### src/design/brc_ram.sv
module brc_ram #(
	parameter int WIDTH = 8,
	parameter int DEPTH = 256
) (
	input  logic                     clk,
	input  logic                     en,
	input  logic                     we,
	input  logic [$clog2(DEPTH)-1:0] addr,
	input  logic [WIDTH-1:0]         wdata,
	output logic [WIDTH-1:0]         rdata
);

	logic [WIDTH-1:0] mem_q [DEPTH];

	always_ff @(posedge clk) begin
		if (en) begin
			if (we) begin
				mem_q[addr] <= wdata;
			end else begin
				rdata <= mem_q[addr];
			end
		end
	end

endmodule

### config.mk
export PLATFORM = sky130hd
export DESIGN_NAME = brc_ram
export DESIGN_NICKNAME = d
export VERILOG_FILES = /design/src/design/brc_ram.sv
export SDC_FILE = /design/constraint.sdc
export NUM_CORES = 2
export LEC_CHECK = 0
export BUFFER_PORTS_ARGS = -buffer_cell sky130_fd_sc_hd__clkbuf_2
export CORE_MARGIN = 2
export CORE_UTILIZATION = 50
export DETAILED_ROUTE_END_ITERATION = 8
export GPL_ROUTABILITY_DRIVEN = 0
export PLACE_DENSITY_LB_ADDON = 0.3
export SLEW_MARGIN = 10
export SYNTH_ARGS = -nofsm -noshare
export SYNTH_HDL_FRONTEND = slang
export SYNTH_SLANG_ARGS = --single-unit
### constraint.sdc
create_clock -name clk -period 3 [get_ports clk]
set_clock_uncertainty 0.15 [all_clocks]
set_input_delay 0.3 -clock clk [delete_from_list [all_inputs] [get_ports clk]]
set_output_delay 0.3 -clock clk [all_outputs]
set_load 0.005 [all_outputs]
Word-level counts from Yosys, hierarchy flattened
Memory sizes are Yosys's and may differ from the RTL's. A register that Yosys moved wholly into a read port is not among the register bits.
Cells that the tools add are included.
Cells by class
  $add $sub $neg: 0
  multipliers: 0
  divide/modulo/power cells: 0
  $lt $le $gt $ge: 0
  eq/ne operators: 0
  shift-type cells: 0
  multiplexer cells: 3
  bitwise operators: 1
  reductions and logical operators: 1
Operator list (number)
  $mux W1: 3
  $reduce_and A2 Y1: 1
  $not A1 Y1: 1
Word-level totals
  register bits after elaboration: 0
  latch bits: 0
  bits in writable memories: 2048
  memory bits (read-only): 0
  input bits: 19
  output and inout bits: 8
  logic and storage cells: 6
  memories kept: 1
Memories
  mem_q: words 256, width 8, rd ports 1, clocked after Yosys merged registers in 1, wr ports 1, line 13  | logic [WIDTH-1:0] mem_q [DEPTH];

Logic depth before layout (Yosys ltp)
  depth in word-level cells: 3
  depth in mapped cells: 9
  depth with buffers taken out: 5

Worst setup path before layout
No wires, ideal clock.
  kind: input-to-reg
  start point: input addr[0]
  end point: memory mem_q[117][0], enable pin
  setup time: 0.370 ns
  data arrival time: 2.225 ns
  required time: 2.480 ns
  setup slack: 0.255 ns
  stages on the path: 8
  path buffers: 5
  cell sequence: buf_2 > buf_6 > buf_2 > buf_2 > nor3b_1 > nand2_1 > clkbuf_1 > nor2_1
RTL lines
  from (decl): line 8  | input logic [$clog2(DEPTH)-1:0] addr,
  to (decl): line 13
Straight into the memory's write port.

==> run metrics <==
status completed; CTS Root Cell clkbuf_16; Period minus WS final 2.890 ns; placed inst area 85570 sq um; Die Height 399.9 um; critical hold path startpoint en; Yosys cell types 21; router iterations before antenna repair 5; Worst slew margin 0.3090; CP Capture Type register; total wire length 192000 um; # rows 145; initial antenna violation count 4; Max VDD drop 0.6354 mV; GRT overflow 0; post-route ant nets 0; Worst Setup SP mem_q[51][5]; Die X-Extent 399.9 um; clock latency on the worst-skew pair 0.84 ns; Fin Hold WS 0.2102 ns; # setup viols final 0; clock sinks 2056; setup TNS 0 ns; Most Frequent Cell on Critical Path buf_4; share of cells above drive strength 1 0.3337; Initial Utilization 0.5023; global-route wire length before repair 277700 um; via count 39360; Placeable Area 156000 sq um; vias per cell 6.199; Hold WC Path Type in2reg; maximum fanout along the worst path 1; Worst EP required 3.43 ns; clk slew on worst S/H paths 0.06 ns; Post-Syn Nets 3545; register area 61740 sq um; # H-tree levels 4; worst-case register-to-register setup slack 0.11 ns; Syn Inst Count 3526; Bufs on Longest Clock Path 3; #FFs+latches synth 2056; final worst path period share 0.9634; CTS tree yes; fin. max-slew vios 0; final instance area 91980 sq um; register area share after synthesis 0.7877; Slew @ Worst Pin 1.037 ns; max cap viols 0; # DRC 0; P_leak 29.19 nW; PortBufs 26; Mapped Avg Cell Area 22.23 sq um; max incr delay on CP 0.76 ns; I/O Pins 27; synth-to-layout area growth 17.36%; fillers 10980; f_max 346.0 MHz; WL per Instance 30.24 um; Iter 0 DRT Violations 5366; total CTS buffers 198; full die area 159900 sq um; Total GRT Usage 0.2434; RSZ-0062 raised after global routing false; cells along the critical path mux4_2, a22oi_1, buf_4, a21oi_1, o41ai_2, buf_4, nand4_1; CP Data Arrival Time 3.32 ns; Fin. Hold Viols 0; Ys Warns 0; Worst R2R Start mem_q[51][5]; critical path launch point type register; Crit Path Category reg2reg; number of global-route vias before repair 39480; area of the multi-input gates 15780 sq um; synthesized area 78380 sq um; pin count of the biggest net entering global routing 128; # nets final 4145; detailed placer's ending HPWL 117900 um; slowest stage cell, crit path o41ai_2; power density cells 637.5 nW/um^2
[final timing paths]
check | cells past startpoint | endpoint
worst max-delay path | 7 | rdata[5]
worst min register to register | 5 | rdata[4]
worst min-delay path | 5 | mem_q[212][6]
worst max register to register | 7 | rdata[5]
[cells in the mapped netlist]
cell type / count / area, sq um
a21oi_1: 128 / 640.6
a22oi_1: 256 / 1922
and2_1: 2 / 12.51
and4_1: 1 / 8.760
buf_1: 21 / 78.83
buf_2: 41 / 205.2
buf_4: 11 / 82.58
buf_6: 9 / 101.4
clkbuf_1: 143 / 536.8
edfxtp_1: 2056 / 61740
mux4_2: 512 / 11530
nand2_1: 30 / 112.6
nand2b_1: 2 / 12.51
nand3_1: 4 / 20.02
nand4_1: 8 / 50.05
nor2_1: 259 / 972.2
nor2b_1: 7 / 43.79
nor3_1: 1 / 5.000
nor3b_1: 2 / 15.01
o41ai_1: 32 / 280.3
or2_2: 1 / 6.260
[through the flow]
stage | power, mW | util | setup WS (ns) | std cells
floorplan | 33.62 | - | 0.2545 | 3526
global placement | 35.08 | 0.5483 | -1.116 | 5974
detailed placement | 35.14 | 0.5484 | -0.8651 | 5974
CTS | 58.94 | 0.5895 | 0.06523 | 6349
global route | 60.16 | 0.5895 | 0.03531 | 6349
finish | 58.64 | 0.5896 | 0.1099 | 6350
[critical path: cells and delay by family, from the launching register on]
family          cells  cell delay, ns
flops               1            0.37
mux                 1            0.49
compound gates      3            1.12
buf+inv             2            0.40
simple gates        1            0.09
[cell families after synthesis]
family | Yosys count | synth area share
flip-flops | 2056 | 0.7877
multiplexers | 512 | 0.1471
AO/OA/AOI/OAI | 416 | 0.03627
AND/OR/NAND/NOR | 317 | 0.01606
buffers and inverters | 225 | 0.01282
[per-layer routing]
metal  share of wire  global-route usage
met1            0.40              0.3510
met5         0.00021                   0
met4           0.025             0.06340
met2            0.48              0.3840
met3           0.094             0.05050
[registers in the layout, summed over array words and instances (netlist names)]
| signal | cells |
|---|---|
| mem_q | 2048 |
| rdata | 8 |
[placed cells by master, fill, tap and decap left out, types with 5 or more instances in the layout]
cell type / Yosys / layout
a21oi_1: 128 / 128
a22oi_1: 256 / 256
mux4_2: 512 / 512
edfxtp_1: 2056 / 2056
clkinvlp_4: 0 / 10
buf_8: 0 / 10
o41ai_1: 32 / 24
nand2_1: 30 / 14
buf_4: 11 / 519
dlygate4sd3_1: 0 / 10
clkbuf_2: 0 / 16
inv_6: 0 / 5
nand2_2: 0 / 16
clkinv_1: 0 / 49
clkbuf_16: 0 / 200
o41ai_2: 0 / 7
clkinv_2: 0 / 34
bufinv_16: 0 / 15
buf_12: 0 / 70
nand4_1: 8 / 8
clkbuf_1: 143 / 43
nor2_1: 259 / 258
[repair_timing]
item	CTS	global route
pin swaps	0	0
setup buffers	0	0
endpoints found under the setup margin	4	1
endpoints found under the hold margin	561	0
hold buffers	10	0
resized for setup	5	1
[where the power goes]
| group | total [mW] | switching, mW | internal (mW) |
|---|---|---|---|
| clock network | 24.1 | 10.6 | 13.5 |
| logic | 2.87 | 1.74 | 1.14 |
| registers | 31.7 | 0.0196 | 31.6 |
| total | 58.6 | 12.3 | 46.3 |
[cell type report]
| type | count | area share |
|---|---|---|
| diodes | 1 | 0.00002720 |
| clock buffers | 243 | 0.05616 |
| clock inverters | 122 | 0.01193 |
| multi-input cells | 1245 | 0.1715 |
| flip-flops and latches | 2056 | 0.6712 |
| well taps | 2058 | 0.02799 |
| repair buffers | 625 | 0.06118 |
(Power assumes the default switching activity.)
