### src/design/brc_pkg.sv
package brc_pkg;

	localparam int SYMBOL_W       = 8;
	localparam int ROTOR_SEL_W    = 3;
	localparam int COUNT_W        = 24;
	localparam int CFG_W          = 3;
	localparam int MAX_ROTORS_DEF = 4;
	localparam int S_TDATA_W      = 24;
	localparam int M_TDATA_W      = 8;

	typedef enum logic [2:0] {
		CMD_ENCRYPT    = 3'd0,
		CMD_LOAD_WIRE  = 3'd1,
		CMD_LOAD_REFL  = 3'd2,
		CMD_LOAD_PLUG  = 3'd3,
		CMD_ROLL       = 3'd4
	} cmd_t;

	typedef enum logic [2:0] {
		ST_IDLE,
		ST_WIRE2,
		ST_PLUG_IN,
		ST_FWD,
		ST_REFL,
		ST_REV,
		ST_PLUG_OUT
	} state_t;

	typedef struct packed {
		logic                   step;
		logic                   roll;
		logic [ROTOR_SEL_W-1:0] idx;
		logic [SYMBOL_W-1:0]    amt;
		logic [ROTOR_SEL_W-1:0] n;
	} rotor_ctl_t;

endpackage

### src/design/brc_rotors.sv
module brc_rotors #(
	parameter int MAX_ROTORS = brc_pkg::MAX_ROTORS_DEF
) (
	input  logic                                clk,
	input  logic                                arst_n,
	input  brc_pkg::rotor_ctl_t                 ctl,
	input  logic [brc_pkg::ROTOR_SEL_W-1:0]     rd_idx,
	output logic [brc_pkg::SYMBOL_W-1:0]        rd_pos
);

	localparam int RW = (MAX_ROTORS > 1) ? $clog2(MAX_ROTORS) : 1;

	logic [brc_pkg::SYMBOL_W-1:0] pos_q [MAX_ROTORS];
	logic [brc_pkg::COUNT_W-1:0]  cnt_q;
	logic [brc_pkg::COUNT_W-1:0]  cnt_nxt;
	logic [MAX_ROTORS-1:0]        adv;

	always_comb begin
		logic [brc_pkg::COUNT_W-1:0] mask;
		cnt_nxt = cnt_q + brc_pkg::COUNT_W'(1);
		for (int i = 0; i < MAX_ROTORS; i++) begin
			if (i >= 3) begin
				mask = '1;
			end else begin
				mask = (brc_pkg::COUNT_W'(1) << (8 * i)) - brc_pkg::COUNT_W'(1);
			end
			adv[i] = (brc_pkg::ROTOR_SEL_W'(i) < ctl.n) && ((cnt_nxt & mask) == '0);
		end
	end

	always_ff @(posedge clk or negedge arst_n) begin
		if (!arst_n) begin
			cnt_q <= '0;
			for (int i = 0; i < MAX_ROTORS; i++) begin
				pos_q[i] <= '0;
			end
		end else begin
			if (ctl.step) begin
				cnt_q <= cnt_nxt;
			end
			for (int i = 0; i < MAX_ROTORS; i++) begin
				if (ctl.step && adv[i]) begin
					pos_q[i] <= pos_q[i] + brc_pkg::SYMBOL_W'(1);
				end else if (ctl.roll && ctl.idx == brc_pkg::ROTOR_SEL_W'(i)) begin
					pos_q[i] <= pos_q[i] + ctl.amt;
				end
			end
		end
	end

	assign rd_pos = pos_q[rd_idx[RW-1:0]];

endmodule

### config.mk
export PLATFORM = sky130hd
export DESIGN_NAME = brc_rotors
export DESIGN_NICKNAME = d
export VERILOG_FILES = /design/src/design/brc_pkg.sv /design/src/design/brc_rotors.sv
export SDC_FILE = /design/constraint.sdc
export NUM_CORES = 1
export LEC_CHECK = 0
export BUFFER_PORTS_ARGS = -buffer_cell sky130_fd_sc_hd__buf_2
export CAP_MARGIN = 5
export CORE_MARGIN = 2
export CORE_UTILIZATION = 61
export CTS_BUF_LIST = sky130_fd_sc_hd__clkbuf_8
export CTS_CLUSTER_DIAMETER = 50
export DETAILED_ROUTE_END_ITERATION = 7
export PLACE_DENSITY_LB_ADDON = 0.3
export REMOVE_ABC_BUFFERS = 1
export SYNTH_ARGS = -nofsm -noshare
export SYNTH_HDL_FRONTEND = slang
export SYNTH_SLANG_ARGS = --single-unit
### constraint.sdc
create_clock -name clk -period 6.2 [get_ports clk]
set_input_delay 0.93 -clock clk [delete_from_list [all_inputs] [get_ports clk]]
set_output_delay 0.93 -clock clk [all_outputs]
set_load 0.01 [all_outputs]
======== Word-level counts from Yosys, hierarchy flattened ========
Index checks and enable logic that the tools add are counted.
word-level totals
  register bits after elaboration ......... 56
  output and inout port bits .............. 8
  logic and storage cells ................. 53
cells by class
  add/sub/neg operators ................... 9
  magnitude comparators ................... 5
  eq/ne operators ......................... 3
  mux-type cells .......................... 11
  bitwise gates (word level) .............. 1
  reductions and logical operators ........ 19
operator list
  operator               number
  $mux 8                 10
  $logic_not 24->1       3
  $add 8x1->8 const B    4
  $add 8x8->8            4
  $add 24x1->24 const B  1
  $bmux 8 s2             1
  $logic_and 1x1->1      11
  $reduce_bool 2->1      4
  $eq 3x2->1 const B     2
  $lt 1x3->1 const A     2
  $lt 2x3->1 const A     2
  $eq 3x1->1 const B     1
  $ge 3x3->1 const B     1
  $logic_not 3->1        1
  $not 2->3              1

======== Depth between registers and ports, before layout ========
Gate-level depths: netlist of the first run.
  depth after elaboration ................. 5
  mapped depth ............................ 19

======== Worst setup path after synthesis of the first run ========
OpenSTA, ideal clock, no wires.
  path kind ............................... register to register
  start ................................... reg cnt_q[0] (netlist name)
  end ..................................... reg pos_q[15] (netlist name)
  setup time .............................. 133 ps
  arrival time ............................ 4236 ps
  data required time ...................... 6067 ps
  setup slack ............................. 1831 ps
  cell stages (with the launch flop) ...... 19
  period minus slack after synthesis ...... 4369 ps
  path through ............................ dfrtp_1 -> ha_1 -> and3_4 -> buf_6 -> or3_4 -> a21oi_4 -> nand3_4 -> nor4_4 -> buf_2 -> nand2b_1 -> inv_1 -> ha_1 -> a21o_1 -> a21oi_1 -> o21bai_1 -> a2111oi_0 -> or2_2 -> o221a_2 -> nand4_1
between the ends
  word-level cells in the longest chain between the ends .. 5
ends and longest elaborated chain
  element                                      RTL line          source
  start: declaration                           brc_rotors.sv:14  logic [brc_pkg::COUNT_W-1:0] cnt_q;
  start signal: assignment                     brc_rotors.sv:39  cnt_q <= cnt_nxt;
  $add 24x1->24 *                              brc_rotors.sv:20  cnt_nxt = cnt_q + brc_pkg::COUNT_W'(1);
  $logic_not 24->1 *                           brc_rotors.sv:27  adv[i] = (brc_pkg::ROTOR_SEL_W'(i) < ctl.n) && ((cnt_nxt & mask) == '0);
  $logic_and 1x1->1 *                          brc_rotors.sv:27
  $logic_and 1x1->1 *                          brc_rotors.sv:42  if (ctl.step && adv[i]) begin
  $mux 8 or $reduce_bool 2->1 (tied branches)  n/a
  end signal: indexed assignment               brc_rotors.sv:43  pos_q[i] <= pos_q[i] + brc_pkg::SYMBOL_W'(1);
  end signal: indexed assignment               brc_rotors.sv:45  pos_q[i] <= pos_q[i] + ctl.amt;
  end: declaration                             brc_rotors.sv:13  logic [brc_pkg::SYMBOL_W-1:0] pos_q [MAX_ROTORS];
Every way passes the cells marked *; elsewhere a longest branch is shown, timed or not.
A chain may end at the register's enable or synchronous reset.

======== Final worst setup path of the first run ========
Same ends and word-level chain as after synthesis.

==> flow_summary.yaml, run 1 <==
outcome:
  status: "completed"
grt:
  grt.busiest_layer: "met2"
  overflow: 0
  grt_first_pass_wirelength_mm: 15.38
  grt_max_degree: 57
  use_met3_pct: 3.416
  gr-usage-met1_pct: 31.00
  number_of_global_route_vias_before_repair: 3274
  grt_util_all_layers_pct: 24.70
  grt.met2_usage_pct: 44.31
  grt_antenna_before_repair: 0
clock_tree:
  post-cts-setup-buffer-count: 0
  clkSinkCount: 56
  cts_resized: 0
  cts.clk_slew.worst_paths_ns: 0.11
  cts-buffers-inserted: 5
  ctsRootBufferMaster: "sky130_fd_sc_hd__clkbuf_8"
  total_number_of_h_tree_levels: 2
  clock_path_buffers: 2
  tritoncts: "yes"
  holdBufCountCts: 0
  clk_latency_ns: 0.32
timing:
  clock.fmax_ghz: 0.1923
  final_min_period_over_clock_period_pct: 83.88
  layout_setup_ws_ns: 0.9991
  setup-violations-final: 0
  fin_skew_ns: 0.01628
  timing.max_slew.rel_slack_pct: 25.53
  hold_slack_ns: 0.4751
  final_setup_tns_ns: 0
  tightest_slew_ns: 1.089
  rsz0062_at_grt: "no"
  final_period_minus_worst_setup_slack_ns: 5.201
  final_max_slew_viol_count: 0
  finalHoldViolCount: 0
power:
  power.leakage_nw: 2.087
  cellPowerDensity_mw_per_mm2: 371.0
  worst_ir_drop_vdd_mv: 0.1811
yosys:
  synth_compound_gate_area_share_pct: 12.51
  yosys-mux-area-fraction_pct: 9.606
  synth-xor-area-share_pct: 11.04
  synth.distinct_cells: 63
  syn_inst: 442
  seq_area_frac_synth_pct: 31.55
  syn_area_per_cell_sq_um: 10.05
  mapped_area_sq_mm: 0.004442
  async_reset_ff_share_pct: 100.0
  synth_ff_type: "sky130_fd_sc_hd__dfrtp_1"
  synth_adder_area_share_pct: 10.25
  ys_seq_elements: 56
  synthSimpleGateAreaFrac_pct: 20.93
  synth-edff-count: 0
  synth-warning-count: 0
  combinational_family_with_the_most_area_after_synthesis: "simple AND/OR/NAND/NOR gates"
worst_setup_path:
  timing.critical_path.fanout_max: 12
  startpoint_type: "flip-flop"
  worstPathArrival_ns: 5.41
  worst-endpoint-required_ns: 6.41
  critical_setup_path_kind: "flip-flop to flip-flop"
  worstSetupEndpointType: "flip-flop"
route:
  detail_route.vias_per_cell: 5.975
  firstDrtPassIters: 4
  detailedRoute.firstIterationViolations: 151
  routed_wire_length_per_instance_um: 16.24
  post-route-drc-count: 0
  total_length_of_routed_wires_mm: 9.060
  postRouteAntennaNets: 0
  route.vias.total: 3334
placement:
  io_buffer_count: 27
  detailedPlacementHpwl_mm: 6.999
  post_dp_cell_area_sq_mm: 0.004604
  place_congestion: 0.8718
  dpl_worst_slack_ns: 1.082
die:
  dieArea_sq_mm: 0.007980
  io_pins: 29
  core-area_sq_mm: 0.007137
  die_height_um: 89.33
  floorplan.initialDensity_pct: 62.24
  row_count: 31
  overall_die_width_um: 89.33
cells_and_area:
  n_fill_cell: 585
  layout-drive-gt1-share_pct: 17.65
  layout_commonest_cell: "sky130_fd_sc_hd__dfrtp_1"
  post-route-cell-area_sq_mm: 0.004702
  design.final.nets: 513
  flow.area_growth_from_synthesis_pct: 5.859
  antenna_cells_inserted: 0
  post-route-util_pct: 65.88
  layout_common_cells: "sky130_fd_sc_hd__dfrtp_1, sky130_fd_sc_hd__xnor2_1, sky130_fd_sc_hd__nand2_1"
flow_run:
  drv.max_cap_violation_count: 0
worst_hold_path:
  hp-class: "flip-flop to flip-flop"
## Yosys cell counts, types with 7 or more instances
cell / count / area (sq um)
sky130_fd_sc_hd__nand3_1: 15 / 75.07
sky130_fd_sc_hd__mux4_2: 8 / 180.2
sky130_fd_sc_hd__mux2_4: 7 / 105.1
sky130_fd_sc_hd__nand4_1: 11 / 68.82
sky130_fd_sc_hd__nand2_1: 36 / 135.1
sky130_fd_sc_hd__o21bai_1: 7 / 52.55
sky130_fd_sc_hd__inv_1: 19 / 71.32
sky130_fd_sc_hd__a21oi_1: 21 / 105.1
sky130_fd_sc_hd__ha_1: 30 / 375.4
sky130_fd_sc_hd__and2_1: 17 / 106.4
sky130_fd_sc_hd__o21ai_0: 13 / 65.06
sky130_fd_sc_hd__buf_2: 11 / 55.05
sky130_fd_sc_hd__dfrtp_1: 56 / 1401
sky130_fd_sc_hd__xnor2_1: 37 / 324.1
sky130_fd_sc_hd__xor2_1: 19 / 166.4
sky130_fd_sc_hd__a21o_1: 8 / 60.06
sky130_fd_sc_hd__nor2_1: 15 / 56.30
## cells by family (layout without fill, tap and decap cells)
logic type,Yosys count,in the layout
DFF,56,56
AOI/OAI and AO/OA,79,79
buffers and inverters,39,56
xor gates and xnor gates,56,56
and+or+nand+nor,150,150
adders and majority gates,34,34
muxes,28,28
## critical path, cell delays in order (launching register included)
cell and delay [ns]:
sky130_fd_sc_hd__dfrtp_1 0.47, sky130_fd_sc_hd__ha_1 0.27, sky130_fd_sc_hd__nand3_1 0.17, sky130_fd_sc_hd__nor2_1 0.35
sky130_fd_sc_hd__and3_1 0.22, sky130_fd_sc_hd__o221ai_1 0.23, sky130_fd_sc_hd__nor4_4 0.71, sky130_fd_sc_hd__nand2b_1 0.24
sky130_fd_sc_hd__inv_1 0.05, sky130_fd_sc_hd__ha_1 0.27, sky130_fd_sc_hd__a21o_1 0.19, sky130_fd_sc_hd__a21oi_1 0.24
sky130_fd_sc_hd__o21bai_1 0.15, sky130_fd_sc_hd__a2111oi_0 0.98, sky130_fd_sc_hd__or2_2 0.28, sky130_fd_sc_hd__o221a_2 0.19
sky130_fd_sc_hd__nand4_1 0.09
## registers in the layout (all words and copies together) (netlist names)
register	count
pos_q	32
cnt_q	24
## power by group
| group | leakage [nW] | internal, W | switching, W | total [W] |
|---|---|---|---|---|
| Combinational | 1.34 | 0.000451 | 0.000433 | 0.000884 |
| Sequential | 0.708 | 0.000489 | 0.000151 | 0.000640 |
| Clock | 0.0434 | 0.0000909 | 0.000129 | 0.000220 |
## through the flow
stage | total power [W] | instances
final | 0.001745 | 558
after global routing | 0.001886 | 558
after CTS | 0.001750 | 558
after detailed placement | 0.001527 | 550
after global placement | 0.001455 | 550
after floorplan | 0.001305 | 422
## cell type report
type / instances / area [sq um] / share of cell area [%]
multi-input cells: 347 / 2858 / 60.78
flip-flops and latches: 56 / 1401 / 29.80
repair buffers: 29 / 150.1 / 3.193
well taps: 99 / 123.9 / 2.634
clock buffers: 6 / 82.58 / 1.756
inverters: 19 / 71.32 / 1.517
clock inverters: 2 / 15.01 / 0.3193
## layer usage
metal	wire [um]	share of wire, %
met1	3995	44
met2	4677	52
met3	250	2.8
met4	136	1.5
met5	0	0
## worst paths after layout
kind                                 from   endpoint  slack (ns)  cells past startpoint
worst min-delay path            pos_q[31]  pos_q[31]        0.48                      1
worst min register to register  pos_q[31]  pos_q[31]        0.48                      1
worst max-delay path             cnt_q[0]  pos_q[15]         1.0                     16
min in group asynchronous          arst_n  pos_q[17]        0.73                      2
max in group asynchronous          arst_n  cnt_q[21]        4.96                      2
worst max register to register   cnt_q[0]  pos_q[15]         1.0                     16
Power figures use the tool's default switching activity.
==> run 2: changes to the inputs <==
--- a/config.mk
+++ b/config.mk
@@ -5,6 +5,7 @@
 export SDC_FILE = /design/constraint.sdc
 export NUM_CORES = 1
 export LEC_CHECK = 0
+export ABC_AREA = 1
 export BUFFER_PORTS_ARGS = -buffer_cell sky130_fd_sc_hd__buf_2
 export CAP_MARGIN = 5
 export CORE_MARGIN = 2
==> constraint.sdc (replaced) <==
create_clock -name clk -period 4.97 [get_ports clk]
set_input_delay 0.7455 -clock clk [delete_from_list [all_inputs] [get_ports clk]]
set_output_delay 0.7455 -clock clk [all_outputs]
set_load 0.01 [all_outputs]
==> run 2 against run 1 <==
  * Clock power is 20% higher
  * Flip-flop and latch count stayed put
  * Final cell count is 36% higher
  * Final area is 2.1% higher
  * Synthesized area is 1.5% higher
  * First-iteration DRC count is 110% higher
  * Setup slack better by 0.23 ns
  * Combinational power is 19% higher
  * Fmax is 39% higher
  * Total power is 21% higher
  * Critical endpoint is now pos_q[14]
  * Largest cell class unchanged
==> flow_summary.yaml, run 2 <==
outcome:
  status: "completed"
die:
  overall_die_width_um: 89.98
  core-area_sq_mm: 0.007214
  die_height_um: 89.98
  dieArea_sq_mm: 0.008096
  row_count: 31
  io_pins: 29
  floorplan.initialDensity_pct: 62.50
clock_tree:
  ctsRootBufferMaster: "sky130_fd_sc_hd__clkbuf_8"
  total_number_of_h_tree_levels: 2
  clock_path_buffers: 2
  cts-buffers-inserted: 5
  holdBufCountCts: 0
  post-cts-setup-buffer-count: 0
  cts_resized: 0
  clk_latency_ns: 0.32
  tritoncts: "yes"
  clkSinkCount: 56
  cts.clk_slew.worst_paths_ns: 0.10
worst_setup_path:
  timing.critical_path.fanout_max: 11
  max_stage_delay_ns: 0.45
  worst-endpoint-required_ns: 5.17
  startpoint_type: "flip-flop"
  reg2reg_setup_slack_ns: 1.23
  worstPathArrival_ns: 3.94
  worstSetupEndpointType: "flip-flop"
  critical_setup_path_kind: "flip-flop to flip-flop"
  timing.critical_path.slowest_stage_cell: "sky130_fd_sc_hd__dfrtp_1"
  worstPathCellList: "ha_1 > nand2_1 > nor2_4 > nand2_4 > xor2_1 > nor2b_1 > nand3_1 > nor2_2 > nand2_2 > nand2_1 > ha_1 > inv_1 > fa_1 > o21ai_0 > a21oi_1 > o21ai_0 > xnor2_1 > a21oi_2"
grt:
  overflow: 0
  grt_antenna_before_repair: 0
  grt_first_pass_wirelength_mm: 17.62
  grt_max_degree: 57
  grt_util_all_layers_pct: 26.18
  number_of_global_route_vias_before_repair: 3923
cells_and_area:
  flow.area_growth_from_synthesis_pct: 6.465
  layout-drive-gt1-share_pct: 12.44
  largest_register: "pos_q"
  layout_common_cells: "sky130_fd_sc_hd__nand2_1, sky130_fd_sc_hd__inv_1, sky130_fd_sc_hd__nor2_1"
  design.final.nets: 713
  layout_commonest_cell: "sky130_fd_sc_hd__nand2_1"
  antenna_cells_inserted: 0
  largest_register_ff_count: 32
  largest_registers: "pos_q (32), cnt_q (24)"
  post-route-cell-area_sq_mm: 0.004801
worst_hold_path:
  hp-class: "flip-flop to flip-flop"
yosys:
  most_repeated_cell_in_the_gate_level_netlist_after_synthesis: "sky130_fd_sc_hd__nand2_1"
  synth_top_area_cell: "sky130_fd_sc_hd__dfrtp_1"
  synth_largest_type_area_fraction_pct: 31.08
  synth_ff_type: "sky130_fd_sc_hd__dfrtp_1"
  synth-warning-count: 0
  syn_area_per_cell_sq_um: 7.124
  synth_top_cells_by_count: "sky130_fd_sc_hd__nand2_1, sky130_fd_sc_hd__inv_1, sky130_fd_sc_hd__nor2_1, sky130_fd_sc_hd__dfrtp_1, sky130_fd_sc_hd__o21ai_0"
  ys_seq_elements: 56
  synth-edff-count: 0
  syn_inst: 633
  synth.distinct_cells: 36
  async_reset_ff_share_pct: 100.0
  synth.top_cells.by_area: "sky130_fd_sc_hd__dfrtp_1, sky130_fd_sc_hd__nand2_1, sky130_fd_sc_hd__ha_1"
  mapped_area_sq_mm: 0.004509
  seq_area_frac_synth_pct: 31.08
route:
  post-route-drc-count: 0
  routed_wire_length_per_instance_um: 13.30
  total_length_of_routed_wires_mm: 10.08
  detailedRoute.firstIterationViolations: 313
  detail_route.vias_per_cell: 5.392
  route.vias.total: 4087
  firstDrtPassIters: 5
  postRouteAntennaNets: 0
power:
  cellPowerDensity_mw_per_mm2: 441.5
  worst_ir_drop_vdd_mv: 0.2603
  power.leakage_nw: 2.418
timing:
  final_period_minus_worst_setup_slack_ns: 3.740
  clock.fmax_ghz: 0.2674
  setup-violations-final: 0
  timing.max_slew.rel_slack_pct: 51.08
  final_min_period_over_clock_period_pct: 75.25
  fin_skew_ns: 0.01218
  rsz0062_at_grt: "no"
  layout_setup_ws_ns: 1.230
  tightest_slew_ns: 0.7339
  finalHoldViolCount: 0
  final_setup_tns_ns: 0
  final_max_slew_viol_count: 0
placement:
  place_congestion: 0.9120
  io_buffer_count: 27
  dpl_worst_slack_ns: 1.255
  post_dp_cell_area_sq_mm: 0.004711
  detailedPlacementHpwl_mm: 7.921
flow_run:
  drv.max_cap_violation_count: 0
run 2: changes by cell type in the layout (fill, tap and decap cells not counted), moves of 13 or more:
cell | previous run | this run
sky130_fd_sc_hd__nor2_2 | 0 | 13
sky130_fd_sc_hd__inv_1 | 19 | 89
sky130_fd_sc_hd__and2_1 | 17 | 0
sky130_fd_sc_hd__nor2_1 | 15 | 68
sky130_fd_sc_hd__a21oi_1 | 21 | 37
sky130_fd_sc_hd__xnor2_1 | 37 | 10
sky130_fd_sc_hd__nand2_1 | 36 | 156
sky130_fd_sc_hd__nand2_2 | 0 | 13
sky130_fd_sc_hd__nand3_1 | 15 | 34
sky130_fd_sc_hd__o21ai_0 | 13 | 48
run 2: worst paths after layout:
kind                                 from  cells after the start   endpoint
worst max-delay path             cnt_q[0]                     18  pos_q[14]
worst min-delay path            pos_q[24]                      2  pos_q[24]
worst max register to register   cnt_q[0]                     18  pos_q[14]
worst min register to register  pos_q[24]                      2  pos_q[24]
max in group asynchronous          arst_n                      2  cnt_q[14]
min in group asynchronous          arst_n                      2  cnt_q[18]
run 2: where the power goes:
group / internal (W) / switching (W)
logic: 0.000435 / 0.000613
registers: 0.000626 / 0.000183
clock network: 0.000110 / 0.000153
run 2: per-stage QoR:
stage / hold slack [ns] / util [%] / std cells / power (W)
floorplan: 0.4499 / - / 621 / 0.001594
global placement: 0.4951 / 65.30 / 750 / 0.001793
detailed placement: 0.5092 / 65.30 / 750 / 0.001851
CTS: 0.5344 / 66.55 / 758 / 0.002117
global route: 0.5752 / 66.55 / 758 / 0.002328
finish: 0.5292 / 66.55 / 758 / 0.002120
run 2: final cells by class:
class                   count  area [sq um]
fillers                   663          2414
well taps                  99         123.9
clock inverters             2         7.507
inverters                  88         330.3
multi-input cells         477          2698
flip-flops and latches     56          1401
repair buffers             30         157.7
clock buffers               6         82.58
run 2: cells by family (layout without fill, tap and decap cells):
family	after synthesis	after routing	share of synthesized area, %
XOR/XNOR	28	28	5.438
AO/OA/AOI/OAI	108	108	13.12
multiplexers	1	1	0.2497
adder cells (fa/ha/maj)	34	34	10.10
AND/OR/NAND/NOR	306	306	30.91
buffers and inverters	100	126	9.101
flip-flops	56	56	31.08
run 2: critical path, delay by kind of cell (launching register included):
kind                     cells  cell delay, ns
AND/OR/NAND/NOR              8            1.14
adder cells (fa/ha/maj)      3            0.80
XOR/XNOR                     2            0.37
buffers and inverters        1            0.05
AO/OA/AOI/OAI                4            0.82
flip-flops                   1            0.45
run 2: routing by layer:
metal  global-route usage (%)  up-vias  share of wire [%]
li1                         -     2078                  -
met4                    6.538        0                1.3
met5                        0        -                  0
met2                    42.30      112                 45
met3                    4.610       17                5.6
met1                    36.83     1880                 48
